[src/rtl/core/ptlq_pkg.sv]
`default_nettype none

package ptlq_pkg;

  localparam int unsigned NormalDepthDef   = 16;
  localparam int unsigned PriorityDepthDef = 16;
  localparam int unsigned LogDepthDef      = 16;

  localparam int unsigned IdW     = 16;
  localparam int unsigned ReqW    = 2;
  localparam int unsigned StatusW = 3;
  localparam int unsigned ActW    = 2;

  typedef enum logic [ReqW-1:0] {
    ReqAddNormal   = 2'd0,
    ReqAddPriority = 2'd1,
    ReqProcess     = 2'd2,
    ReqUndo        = 2'd3
  } req_e;

  typedef enum logic [StatusW-1:0] {
    StsAdded      = 3'd0,
    StsServedPrio = 3'd1,
    StsServedNorm = 3'd2,
    StsNothing    = 3'd3,
    StsUndo       = 3'd4,
    StsUndoEmpty  = 3'd5,
    StsFull       = 3'd6
  } status_e;

  typedef enum logic [ActW-1:0] {
    ActAddNormal   = 2'd0,
    ActAddPriority = 2'd1,
    ActProcess     = 2'd2
  } act_e;

  typedef enum logic {
    StIdle,
    StExec
  } state_e;

endpackage

`default_nettype wire

[src/rtl/core/ptlq_ram.sv]
`default_nettype none

module ptlq_ram #(
  parameter int unsigned Width = 16,
  parameter int unsigned Depth = 16
) (
  input  wire logic                     clk_i,
  input  wire logic                     we_i,
  input  wire logic [$clog2(Depth)-1:0] waddr_i,
  input  wire logic [Width-1:0]         wdata_i,
  input  wire logic                     re_i,
  input  wire logic [$clog2(Depth)-1:0] raddr_i,
  output logic      [Width-1:0]         rdata_o
);

  logic [Width-1:0] mem_q [Depth];
  logic [Width-1:0] rdata_q;

  always_ff @(posedge clk_i) begin
    if (we_i) begin
      mem_q[waddr_i] <= wdata_i;
    end
    if (re_i) begin
      rdata_q <= mem_q[raddr_i];
    end
  end

  assign rdata_o = rdata_q;

endmodule

`default_nettype wire

[src/rtl/core/ptlq_ctrl.sv]
`default_nettype none

module ptlq_ctrl
  import ptlq_pkg::*;
#(
  parameter int unsigned NormalDepth   = NormalDepthDef,
  parameter int unsigned PriorityDepth = PriorityDepthDef,
  parameter int unsigned LogDepth      = LogDepthDef
) (
  input  wire logic                             clk_i,
  input  wire logic                             rst_ni,
  input  wire logic                             s_tvalid_i,
  output logic                                  s_tready_o,
  input  wire logic [ReqW-1:0]                  s_req_i,
  output logic                                  m_tvalid_o,
  input  wire logic                             m_tready_i,
  output logic      [StatusW-1:0]               m_status_o,
  output logic      [IdW-1:0]                   m_served_o,
  output logic      [ActW-1:0]                  m_undone_o,
  output logic                                  n_we_o,
  output logic      [$clog2(NormalDepth)-1:0]   n_waddr_o,
  output logic                                  n_re_o,
  output logic      [$clog2(NormalDepth)-1:0]   n_raddr_o,
  input  wire logic [IdW-1:0]                   n_rdata_i,
  output logic                                  p_we_o,
  output logic      [$clog2(PriorityDepth)-1:0] p_waddr_o,
  output logic                                  p_re_o,
  output logic      [$clog2(PriorityDepth)-1:0] p_raddr_o,
  input  wire logic [IdW-1:0]                   p_rdata_i,
  output logic                                  l_we_o,
  output logic      [$clog2(LogDepth)-1:0]      l_waddr_o,
  output logic      [ActW-1:0]                  l_wdata_o,
  output logic                                  l_re_o,
  output logic      [$clog2(LogDepth)-1:0]      l_raddr_o,
  input  wire logic [ActW-1:0]                  l_rdata_i
);

  localparam int unsigned NIW = $clog2(NormalDepth);
  localparam int unsigned NCW = $clog2(NormalDepth + 1);
  localparam int unsigned PIW = $clog2(PriorityDepth);
  localparam int unsigned PCW = $clog2(PriorityDepth + 1);
  localparam int unsigned LIW = $clog2(LogDepth);
  localparam int unsigned LCW = $clog2(LogDepth + 1);

  localparam logic [NCW-1:0] NFull = NCW'(NormalDepth);
  localparam logic [PCW-1:0] PFull = PCW'(PriorityDepth);
  localparam logic [LCW-1:0] LFull = LCW'(LogDepth);
  localparam logic [NIW-1:0] NLast = NIW'(NormalDepth - 1);
  localparam logic [LIW-1:0] LLast = LIW'(LogDepth - 1);

  state_e         state_q, state_d;
  status_e        sts_q, sts_d;
  logic [NIW-1:0] nhead_q, nhead_d, ntail_q, ntail_d;
  logic [NCW-1:0] ncount_q, ncount_d;
  logic [PCW-1:0] pcount_q, pcount_d;
  logic [LIW-1:0] ltop_q, ltop_d;
  logic [LCW-1:0] lcount_q, lcount_d;

  logic               mvalid_q, mvalid_d;
  logic [StatusW-1:0] mstatus_q, mstatus_d;
  logic [IdW-1:0]     mserved_q, mserved_d;
  logic [ActW-1:0]    mundone_q, mundone_d;

  logic accept, load, log_rec;
  req_e req;

  assign req    = req_e'(s_req_i);
  assign accept = s_tvalid_i && s_tready_o;
  assign load   = (state_q == StExec) && (!mvalid_q || m_tready_i);

  always_comb begin
    state_d = state_q;
    case (state_q)
      StIdle:  if (s_tvalid_i) state_d = StExec;
      StExec:  if (!mvalid_q || m_tready_i) state_d = StIdle;
      default: state_d = StIdle;
    endcase
  end

  always_comb begin
    s_tready_o = (state_q == StIdle);
  end

  always_comb begin
    sts_d     = sts_q;
    nhead_d   = nhead_q;
    ntail_d   = ntail_q;
    ncount_d  = ncount_q;
    pcount_d  = pcount_q;
    ltop_d    = ltop_q;
    lcount_d  = lcount_q;
    log_rec   = 1'b0;
    n_we_o    = 1'b0;
    n_waddr_o = ntail_q;
    n_re_o    = 1'b0;
    n_raddr_o = nhead_q;
    p_we_o    = 1'b0;
    p_waddr_o = PIW'(pcount_q);
    p_re_o    = 1'b0;
    p_raddr_o = PIW'(pcount_q - 1'b1);
    l_we_o    = 1'b0;
    l_waddr_o = ltop_q;
    l_wdata_o = ActAddNormal;
    l_re_o    = 1'b0;
    l_raddr_o = (ltop_q == '0) ? LLast : ltop_q - 1'b1;
    if (accept) begin
      case (req)
        ReqAddNormal: begin
          log_rec   = 1'b1;
          l_wdata_o = ActAddNormal;
          if (ncount_q == NFull) begin
            sts_d = StsFull;
          end else begin
            sts_d    = StsAdded;
            n_we_o   = 1'b1;
            ntail_d  = (ntail_q == NLast) ? '0 : ntail_q + 1'b1;
            ncount_d = ncount_q + 1'b1;
          end
        end
        ReqAddPriority: begin
          log_rec   = 1'b1;
          l_wdata_o = ActAddPriority;
          if (pcount_q == PFull) begin
            sts_d = StsFull;
          end else begin
            sts_d    = StsAdded;
            p_we_o   = 1'b1;
            pcount_d = pcount_q + 1'b1;
          end
        end
        ReqProcess: begin
          log_rec   = 1'b1;
          l_wdata_o = ActProcess;
          if (pcount_q != '0) begin
            sts_d    = StsServedPrio;
            p_re_o   = 1'b1;
            pcount_d = pcount_q - 1'b1;
          end else if (ncount_q != '0) begin
            sts_d    = StsServedNorm;
            n_re_o   = 1'b1;
            nhead_d  = (nhead_q == NLast) ? '0 : nhead_q + 1'b1;
            ncount_d = ncount_q - 1'b1;
          end else begin
            sts_d = StsNothing;
          end
        end
        default: begin
          if (lcount_q == '0) begin
            sts_d = StsUndoEmpty;
          end else begin
            sts_d    = StsUndo;
            l_re_o   = 1'b1;
            ltop_d   = l_raddr_o;
            lcount_d = lcount_q - 1'b1;
          end
        end
      endcase
      if (log_rec) begin
        l_we_o = 1'b1;
        ltop_d = (ltop_q == LLast) ? '0 : ltop_q + 1'b1;
        if (lcount_q != LFull) begin
          lcount_d = lcount_q + 1'b1;
        end
      end
    end
  end

  always_comb begin
    mvalid_d  = mvalid_q;
    mstatus_d = mstatus_q;
    mserved_d = mserved_q;
    mundone_d = mundone_q;
    if (m_tready_i) begin
      mvalid_d = 1'b0;
    end
    if (load) begin
      mvalid_d  = 1'b1;
      mstatus_d = sts_q;
      mserved_d = '0;
      mundone_d = '0;
      case (sts_q)
        StsServedPrio: mserved_d = p_rdata_i;
        StsServedNorm: mserved_d = n_rdata_i;
        StsUndo:       mundone_d = l_rdata_i;
        default:       mserved_d = '0;
      endcase
    end
  end

  always_ff @(posedge clk_i or negedge rst_ni) begin
    if (!rst_ni) begin
      state_q  <= StIdle;
      nhead_q  <= '0;
      ntail_q  <= '0;
      ncount_q <= '0;
      pcount_q <= '0;
      ltop_q   <= '0;
      lcount_q <= '0;
      mvalid_q <= 1'b0;
    end else begin
      state_q  <= state_d;
      nhead_q  <= nhead_d;
      ntail_q  <= ntail_d;
      ncount_q <= ncount_d;
      pcount_q <= pcount_d;
      ltop_q   <= ltop_d;
      lcount_q <= lcount_d;
      mvalid_q <= mvalid_d;
    end
  end

  always_ff @(posedge clk_i) begin
    sts_q     <= sts_d;
    mstatus_q <= mstatus_d;
    mserved_q <= mserved_d;
    mundone_q <= mundone_d;
  end

  assign m_tvalid_o = mvalid_q;
  assign m_status_o = mstatus_q;
  assign m_served_o = mserved_q;
  assign m_undone_o = mundone_q;

`ifndef SYNTHESIS
  a_exec_after_transfer: assert property (@(posedge clk_i) disable iff (!rst_ni)
    accept |=> (state_q == StExec))
    else $error("no execute cycle after input transfer");

  a_ring_ptrs: assert property (@(posedge clk_i) disable iff (!rst_ni)
    ((ncount_q == '0) || (ncount_q == NFull)) |-> (nhead_q == ntail_q))
    else $error("normal ring pointers disagree with count");

  a_counts_bounded: assert property (@(posedge clk_i) disable iff (!rst_ni)
    (ncount_q <= NFull) && (pcount_q <= PFull) && (lcount_q <= LFull))
    else $error("store count beyond depth");

  a_result_follows: assert property (@(posedge clk_i) disable iff (!rst_ni)
    load |=> m_tvalid_o && (m_status_o == $past(sts_q)))
    else $error("result not presented after execute");
`endif

endmodule

`default_nettype wire

[src/rtl/core/priority_lifo_over_fifo_task_queue.sv]
// Result tvalid rises once the execute state that follows the input transfer
// has loaded the output register; execute is held while a held result is not taken.
// A new request is taken only in the idle state; the execute state waits for the
// registered read of the normal, priority or log memory.
// The output register holds a result while the next request is taken.
// Reset: asynchronous, clears counters, pointers and valid; stores stay uncleared.
`default_nettype none

module priority_lifo_over_fifo_task_queue
  import ptlq_pkg::*;
#(
  parameter int unsigned NormalDepth   = NormalDepthDef,
  parameter int unsigned PriorityDepth = PriorityDepthDef,
  parameter int unsigned LogDepth      = LogDepthDef
) (
  input  wire logic        clk_i,
  input  wire logic        rst_ni,
  input  wire logic        s_axis_tvalid_i,
  output logic             s_axis_tready_o,
  input  wire logic [15:0] s_axis_tdata_i,  // task_id[15:0]
  input  wire logic [1:0]  s_axis_tuser_i,  // req_type[1:0]
  output logic             m_axis_tvalid_o,
  input  wire logic        m_axis_tready_i,
  output logic      [23:0] m_axis_tdata_o,  // served_id[15:0], undone_action[17:16]
  output logic      [2:0]  m_axis_tuser_o   // status[2:0]
);

  localparam int unsigned NIW = $clog2(NormalDepth);
  localparam int unsigned PIW = $clog2(PriorityDepth);
  localparam int unsigned LIW = $clog2(LogDepth);

  logic            n_we, n_re, p_we, p_re, l_we, l_re;
  logic [NIW-1:0]  n_waddr, n_raddr;
  logic [PIW-1:0]  p_waddr, p_raddr;
  logic [LIW-1:0]  l_waddr, l_raddr;
  logic [IdW-1:0]  n_rdata, p_rdata, served;
  logic [ActW-1:0] l_wdata, l_rdata, undone;

  ptlq_ctrl #(
    .NormalDepth  (NormalDepth),
    .PriorityDepth(PriorityDepth),
    .LogDepth     (LogDepth)
  ) u_ctrl (
    .clk_i     (clk_i),
    .rst_ni    (rst_ni),
    .s_tvalid_i(s_axis_tvalid_i),
    .s_tready_o(s_axis_tready_o),
    .s_req_i   (s_axis_tuser_i),
    .m_tvalid_o(m_axis_tvalid_o),
    .m_tready_i(m_axis_tready_i),
    .m_status_o(m_axis_tuser_o),
    .m_served_o(served),
    .m_undone_o(undone),
    .n_we_o    (n_we),
    .n_waddr_o (n_waddr),
    .n_re_o    (n_re),
    .n_raddr_o (n_raddr),
    .n_rdata_i (n_rdata),
    .p_we_o    (p_we),
    .p_waddr_o (p_waddr),
    .p_re_o    (p_re),
    .p_raddr_o (p_raddr),
    .p_rdata_i (p_rdata),
    .l_we_o    (l_we),
    .l_waddr_o (l_waddr),
    .l_wdata_o (l_wdata),
    .l_re_o    (l_re),
    .l_raddr_o (l_raddr),
    .l_rdata_i (l_rdata)
  );

  ptlq_ram #(.Width(IdW), .Depth(NormalDepth)) u_normal_ram (
    .clk_i  (clk_i),
    .we_i   (n_we),
    .waddr_i(n_waddr),
    .wdata_i(s_axis_tdata_i),
    .re_i   (n_re),
    .raddr_i(n_raddr),
    .rdata_o(n_rdata)
  );

  ptlq_ram #(.Width(IdW), .Depth(PriorityDepth)) u_priority_ram (
    .clk_i  (clk_i),
    .we_i   (p_we),
    .waddr_i(p_waddr),
    .wdata_i(s_axis_tdata_i),
    .re_i   (p_re),
    .raddr_i(p_raddr),
    .rdata_o(p_rdata)
  );

  ptlq_ram #(.Width(ActW), .Depth(LogDepth)) u_log_ram (
    .clk_i  (clk_i),
    .we_i   (l_we),
    .waddr_i(l_waddr),
    .wdata_i(l_wdata),
    .re_i   (l_re),
    .raddr_i(l_raddr),
    .rdata_o(l_rdata)
  );

  assign m_axis_tdata_o = {6'd0, undone, served};

endmodule

`default_nettype wire
[config.mk]
export PLATFORM = sky130hd
export DESIGN_NAME = priority_lifo_over_fifo_task_queue
export DESIGN_NICKNAME = d
export VERILOG_FILES = /design/src/rtl/core/ptlq_pkg.sv /design/src/rtl/core/ptlq_ram.sv /design/src/rtl/core/ptlq_ctrl.sv /design/src/rtl/core/priority_lifo_over_fifo_task_queue.sv
export SDC_FILE = /design/constraint.sdc
export NUM_CORES = 1
export LEC_CHECK = 0
export ABC_CLOCK_PERIOD_IN_PS = 3300
export BUFFER_PORTS_ARGS = -buffer_cell sky130_fd_sc_hd__buf_2
export CAP_MARGIN = 20
export CORE_MARGIN = 3
export CORE_UTILIZATION = 35
export CTS_CLUSTER_SIZE = 8
export DETAILED_ROUTE_END_ITERATION = 6
export MAX_ROUTING_LAYER = met4
export PLACE_DENSITY = 0.59
export SLEW_MARGIN = 10
export SYNTH_ARGS = -nofsm -noshare
export SYNTH_HDL_FRONTEND = slang
export SYNTH_HIERARCHICAL = 1
export SYNTH_SLANG_ARGS = --single-unit
export TNS_END_PERCENT = 1
[constraint.sdc]
create_clock -name clk_i -period 3.3 [get_ports clk_i]
set_clock_uncertainty 0.2 [all_clocks]
set_input_delay 0.165 -clock clk_i [delete_from_list [all_inputs] [get_ports clk_i]]
set_output_delay 0.165 -clock clk_i [all_outputs]
set_load 0.05 [all_outputs]
# ---- Word level (Yosys, flattened, before mapping)
# Memories as Yosys holds them, arrays and structs flattened. A register that Yosys moved wholly into a read port is not among the register bits.
# Cells that the tools add are included.
dict set report classes {
  addsub 10
  mul 0
  div 0
  magnitude_cmp 0
  eq_ne 18
  n_shift 0
  muxes 58
  bitwise_logic 3
  reduce_logical 18
}
# cell n
set op_table {}
lappend op_table {{5-bit two-way mux} 9}
lappend op_table {{1-bit two-way mux} 32}
lappend op_table {{16-bit case mux with 2 select lines} 1}
lappend op_table {{4-bit two-way mux} 7}
lappend op_table {{5-bit case mux with 2 select lines} 2}
lappend op_table {{5-bit by 1-bit adder with 5-bit output (second input constant)} 3}
lappend op_table {{5-bit by 1-bit subtractor with 5-bit output (second input constant)} 3}
lappend op_table {{4-bit by 1-bit adder with 4-bit output (second input constant)} 3}
lappend op_table {{4-bit equality test (second input constant)} 3}
lappend op_table {{5-bit equality test (second input constant)} 2}
lappend op_table {{5-bit nonzero test} 2}
lappend op_table {{3-bit two-way mux} 3}
lappend op_table {{3-bit case mux with 3 select lines} 1}
lappend op_table {{2-bit inequality test (second input constant)} 4}
lappend op_table {{4-bit AND reduction} 2}
lappend op_table {{2-bit by 1-bit inequality test with 1-bit output (second input constant)} 3}
lappend op_table {{3-bit AND reduction} 2}
lappend op_table {{2-bit nonzero test} 3}
lappend op_table {{5-bit zero test} 1}
lappend op_table {{5-bit inequality test (second input constant)} 1}
lappend op_table {{5-bit AND reduction} 1}
lappend op_table {{4-bit zero test} 1}
lappend op_table {{2-bit case mux with 2 select lines} 1}
lappend op_table {{4-bit by 1-bit subtractor with 4-bit output (second input constant)} 1}
lappend op_table {{other kinds (13)} 16}
dict set report totals {
  register_bits 53
  latch_bits 0
  ram_bits 544
  romBits 0
  in_bits 22
  n_memories 3
}
# name words word_bits rd rd_clocked_by_memory_dff wr line
set memory_table {}
lappend memory_table {u_normal_ram.mem_q 16 16 1 1 1 ptlq_ram.sv:16} ;# logic [Width-1:0] mem_q [Depth];
lappend memory_table {u_priority_ram.mem_q 16 16 1 1 1 ptlq_ram.sv:16}
lappend memory_table {u_log_ram.mem_q 16 2 1 1 1 ptlq_ram.sv:16}

# ---- Longest topological paths before layout
dict set report logic_depth {
  depth_word 8
  mapped_depth 10
  ltp_nobuf 8
}

# ---- Modules after synthesis
# Netlist, hierarchy kept.
# module instances cells_per_inst area_each_um2
set modules_own_cells {}
lappend modules_own_cells {{ptlq_ram at u_priority_ram} 1 432 10203.5}
lappend modules_own_cells {{ptlq_ram at u_normal_ram} 1 432 10202.3}
lappend modules_own_cells {ptlq_ctrl 1 278 2971.6}
lappend modules_own_cells {{ptlq_ram at u_log_ram} 1 78 1400.1}
lappend modules_own_cells {priority_lifo_over_fifo_task_queue 1 7 48.8}

# ---- Least setup slack after synthesis
# No wires, ideal clock.
dict set report synth_path {
  path_type {reg2reg}
  start {register u_ctrl.pcount_q[0]}
  end {memory u_priority_ram.mem_q[0][0] (enable)}
  setup_ns 0.409
  arrival_ns 2.912
  slack_ns -0.221
  stages_incl_launch_ff 6
  period_less_slack_ns 3.521
  cell_sequence {dfrtp_1 -> inv_1 -> ha_1 -> a311oi_1 -> or3b_2 -> nor3_1}
}
dict set report synth_between {
  elab_chain_len 6
}
# item line
set synth_rtl {}
lappend synth_rtl {{start: declaration} ptlq_ctrl.sv:55} ;# logic [PCW-1:0] pcount_q, pcount_d;
lappend synth_rtl {{start signal: assignment} ptlq_ctrl.sv:205} ;# pcount_q <= pcount_d;
lappend synth_rtl {{5-bit equality test} ptlq_ctrl.sv:123} ;# if (pcount_q == PFull) begin
lappend synth_rtl {{1-bit two-way mux} ptlq_ctrl.sv:123}
lappend synth_rtl {{1-bit two-way mux} ptlq_ctrl.sv:107} ;# case (req)
lappend synth_rtl {{1-bit two-way mux} ptlq_ctrl.sv:106} ;# if (accept) begin
lappend synth_rtl {{named net p_we} priority_lifo_over_fifo_task_queue.sv:32} ;# logic n_we, n_re, p_we, p_re, l_we, l_re;
lappend synth_rtl {{1-bit two-way mux} ptlq_ram.sv:20} ;# if (we_i) begin
lappend synth_rtl {{1-bit two-way mux (implied by the code)} ptlq_ram.sv:21} ;# mem_q[waddr_i] <= wdata_i;
lappend synth_rtl {{end: declaration} ptlq_ram.sv:16}
# The timed path passes the listed nets, and every way through them passes these cells.

# ---- Final worst setup path
dict set report layout_path {
  start {register u_ctrl.pcount_q[0]}
  end {memory u_priority_ram.mem_q[0][4] (enable)}
}
# Same word-level chain as after synthesis.

==> results.toml <==
[synthesis]
syn_avg_cell_area_um2 = 20.2
synth-seq-area-share_pct = 75.7
synthCells = 1227
synthSimpleGateAreaFrac_pct = 4.08
synth.distinct_cells = 58
synth_xor_area_share_pct = 0.706
synth_compound_area_share_pct = 3.88
yosys.area_share.adder_pct = 0.635
netlist_area_um2 = 24800
synth_top_family_by_area = "multiplexers"
async_flop_share_pct = 4.60
yosys_warnings = 6
synthMuxAreaShare_pct = 13.1
synth_edf_count = 602
synth-seq-cells = 631
synth_ff_type = "edfxtp_1"

[critical_path]
crit_path_max_fanout = 16
end_kind = "flop"
critical_path.slowest_cell = "a311oi_1"
crit_buf_inv = 2
required_ns = 3.37
crit_chain = "inv_4 > ha_1 > a311oi_1 > or3b_2 > nor3_2 > buf_4"
path_delay_family = "compound AO/OA/AOI/OAI gates"
cp-start-kind = "flop"
cp_slowest_stage_delay_ns = 0.70
critical_path_class = "flop to flop"
arrival_ns = 2.99

[sta]
fin_crit_sh_pct = 88.5
period_needed_ns = 2.92
timing.fmax_ghz = 0.343
slew_violations = 0
finalHoldViolations = 0
fin_ws_ns = 0.381
grt_setup_unrepaired = "false"
tightestPinTransition_ns = 0.885
max_slew_margin_pct = 41.0
setup_viol = 0

[clock_tree]
htree_levels = 3
clock-sinks = 631
cts_buffer_depth = 3
cts_made_buffers = 88
cts_tree = "yes"
clk_pin_slew_ns = 0.05
clk_latency_ns = 0.60
cts-root-buf = "clkbuf_16"

[drt]
met2_wirelength_um = 25700
top_layer = "met4"
dr_wl_met3_um = 3060
vias = 12400
drc = 0
vias_per_cell = 5.21
wirelength_um = 54300
drtAntennaViolNets = 0
firstDrtPassIters = 5
avgRoutedWirePerCell_um = 22.9
wl_met1_um = 24500
first_iter_violations = 947

[run_status]
status = "finished, final reports clean"

[power]
ir_drop_mv = 0.480
p_leak_nw = 9.48
p_sw_mw = 6.78
seqPwrFrac_pct = 41.2
power_density_nw_per_um2 = 811
switching_share_pct = 28.7
p_clk_share_pct = 33.6
power_mw = 23.7
pwr-share-comb_pct = 25.2
p_int_mw = 16.9

[finish]
drive_gt1_share_pct = 24.4
post-route-util_pct = 41.5
fin_nets = 1422
syn_to_final_growth_pct = 17.4

[worst_hold_path]
hp-class = "input pin to flop"

[placed_design]
gp_congestion = 0.802
portBuffers = 44
preCtsSetupSlack_ns = 0.371
dpl.hpwl_um = 32100

[floorplanning]
rows = 97
initial_core_util_pct = 35.4
dieArea_um2 = 74200
die_w_um = 272
ios = 51
core_area_um2 = 70100
die_y_um = 272

[global_route]
grt_pass1_wl_um = 81600
grt.total_usage_pct = 15.2
grt_pass1_vias = 12700
grt_max_degree = 69
antenna_found_initial = 1
grt.overflow.total = 0

[run]
maxCapViolations = 0
[stage by stage]
step | hold slack (ns) | std cells | TNS, ns | instance area (um2)
after global placement | 0.0971 | 2214 | 0 | 26500
after CTS | 0.204 | 2374 | 0 | 29100
final | 0.252 | 2375 | 0 | 29100
after global routing | 0.247 | 2375 | 0 | 29100
after detailed placement | 0.0955 | 2214 | 0 | 26500
after floorplan | -0.331 | 1232 | -0.526 | 24900
[final timing paths]
check | from | end | slack [ns] | cells past startpoint
max | u_ctrl/pcount_q[0] | u_priority_ram/mem_q[0][4] | 0.38 | 6
min in group asynchronous | rst_ni | u_ctrl/ncount_q[3] | 0.33 | 3
min reg2reg | u_ctrl/state_q | u_ctrl/m_tvalid_o | 0.33 | 2
min | m_axis_tready_i | u_ctrl/m_tvalid_o | 0.25 | 4
max in group asynchronous | rst_ni | u_ctrl/n_raddr_o[0] | 2.10 | 4
max reg2reg | u_ctrl/pcount_q[0] | u_priority_ram/mem_q[0][4] | 0.38 | 6
[cells in the final DEF (no fill, tap or decap), types with 9 or more instances in the layout]
cell type      count
buf_2             44
edfxtp_1         602
mux4_1            24
nor2_1            65
buf_4             57
nand3_1           12
a22oi_1           82
nand2_1           56
buf_12             9
inv_1             13
a21oi_1           20
nor2b_1            9
ha_1              11
clkbuf_1          43
dfrtp_1           27
dlygate4sd3_1     23
clkbuf_16         89
nand2b_1          10
nor3_2             9
o21ai_0           12
xnor2_1           14
mux4_2           112
[registers in the layout, summed over array words and instances, names as in the netlist]
register,flops
u_priority_ram/mem_q,256
u_normal_ram/rdata_o,16
u_ctrl/n_waddr_o,4
u_normal_ram/mem_q,256
u_ctrl/m_served_o,16
u_log_ram/rdata_o,2
u_ctrl/m_tvalid_o,1
u_ctrl/ncount_q,5
u_ctrl/pcount_q,5
u_priority_ram/rdata_o,16
u_ctrl/l_waddr_o,4
u_log_ram/mem_q,32
u_ctrl/n_raddr_o,4
u_ctrl/sts_q,3
u_ctrl/lcount_q,5
u_ctrl/state_q,1
u_ctrl/m_status_o,3
u_ctrl/m_undone_o,2
[tightest hold or removal path: cells and delay by family]
family	cells	cell delay (ns)
buffers and inverters	2	0.61
AND/OR/NAND/NOR	2	0.23
[kinds of logic after synthesis]
group,after synthesis
DFF,631
and+or+nand+nor,202
muxes,144
AOI/OAI and AO/OA,135
buffers and inverters,82
xor gates and xnor gates,20
adders and majority gates,12
other,1
[power by group through the flow]
| stage | logic (mW) | clock network, mW | registers (mW) |
|---|---|---|---|
| detailed placement | 5.95 | 0 | 9.89 |
| floorplan | 4.15 | 0 | 9.80 |
| CTS | 6.00 | 8.17 | 9.74 |
| finish | 5.95 | 7.96 | 9.74 |
| global route | 6.42 | 8.49 | 9.80 |
| global placement | 5.91 | 0 | 9.88 |
[layout make-up]
type	count	area (um2)
fillers	6206	41000
flip-flops and latches	631	18800
multi-input cells	519	5620
clock buffers	132	2390
well taps	940	1180
repair buffers	133	1060
inverters	15	58.8
clock inverters	4	35.0
diodes	1	2.50
[synth_stat cells (15+ instances only)]
library cell | number | share of area [%]
inv_1 | 15 | 0.23
a21oi_1 | 20 | 0.40
buf_4 | 19 | 0.57
mux4_2 | 112 | 10
nor2_1 | 66 | 1.0
a22oi_1 | 82 | 2.5
nand2_1 | 56 | 0.85
edfxtp_1 | 602 | 73
nor3_1 | 16 | 0.32
dfrtp_1 | 29 | 2.9
clkbuf_1 | 23 | 0.35
mux4_1 | 24 | 2.5
[metal layers]
layer	up-vias	track usage (%)
li1	5366	-
met1	6552	21.1
met2	380	23.0
met3	70	2.56
met4	0	5.00
met5	-	-
[timing repair]
item,4_1_cts,5_1_grt
setup buffers,0,0
resized for setup,0,0
hold buffers,24,0
endpoints found under the hold margin,518,0
No activity file was read; power rests on OpenSTA's default activity.
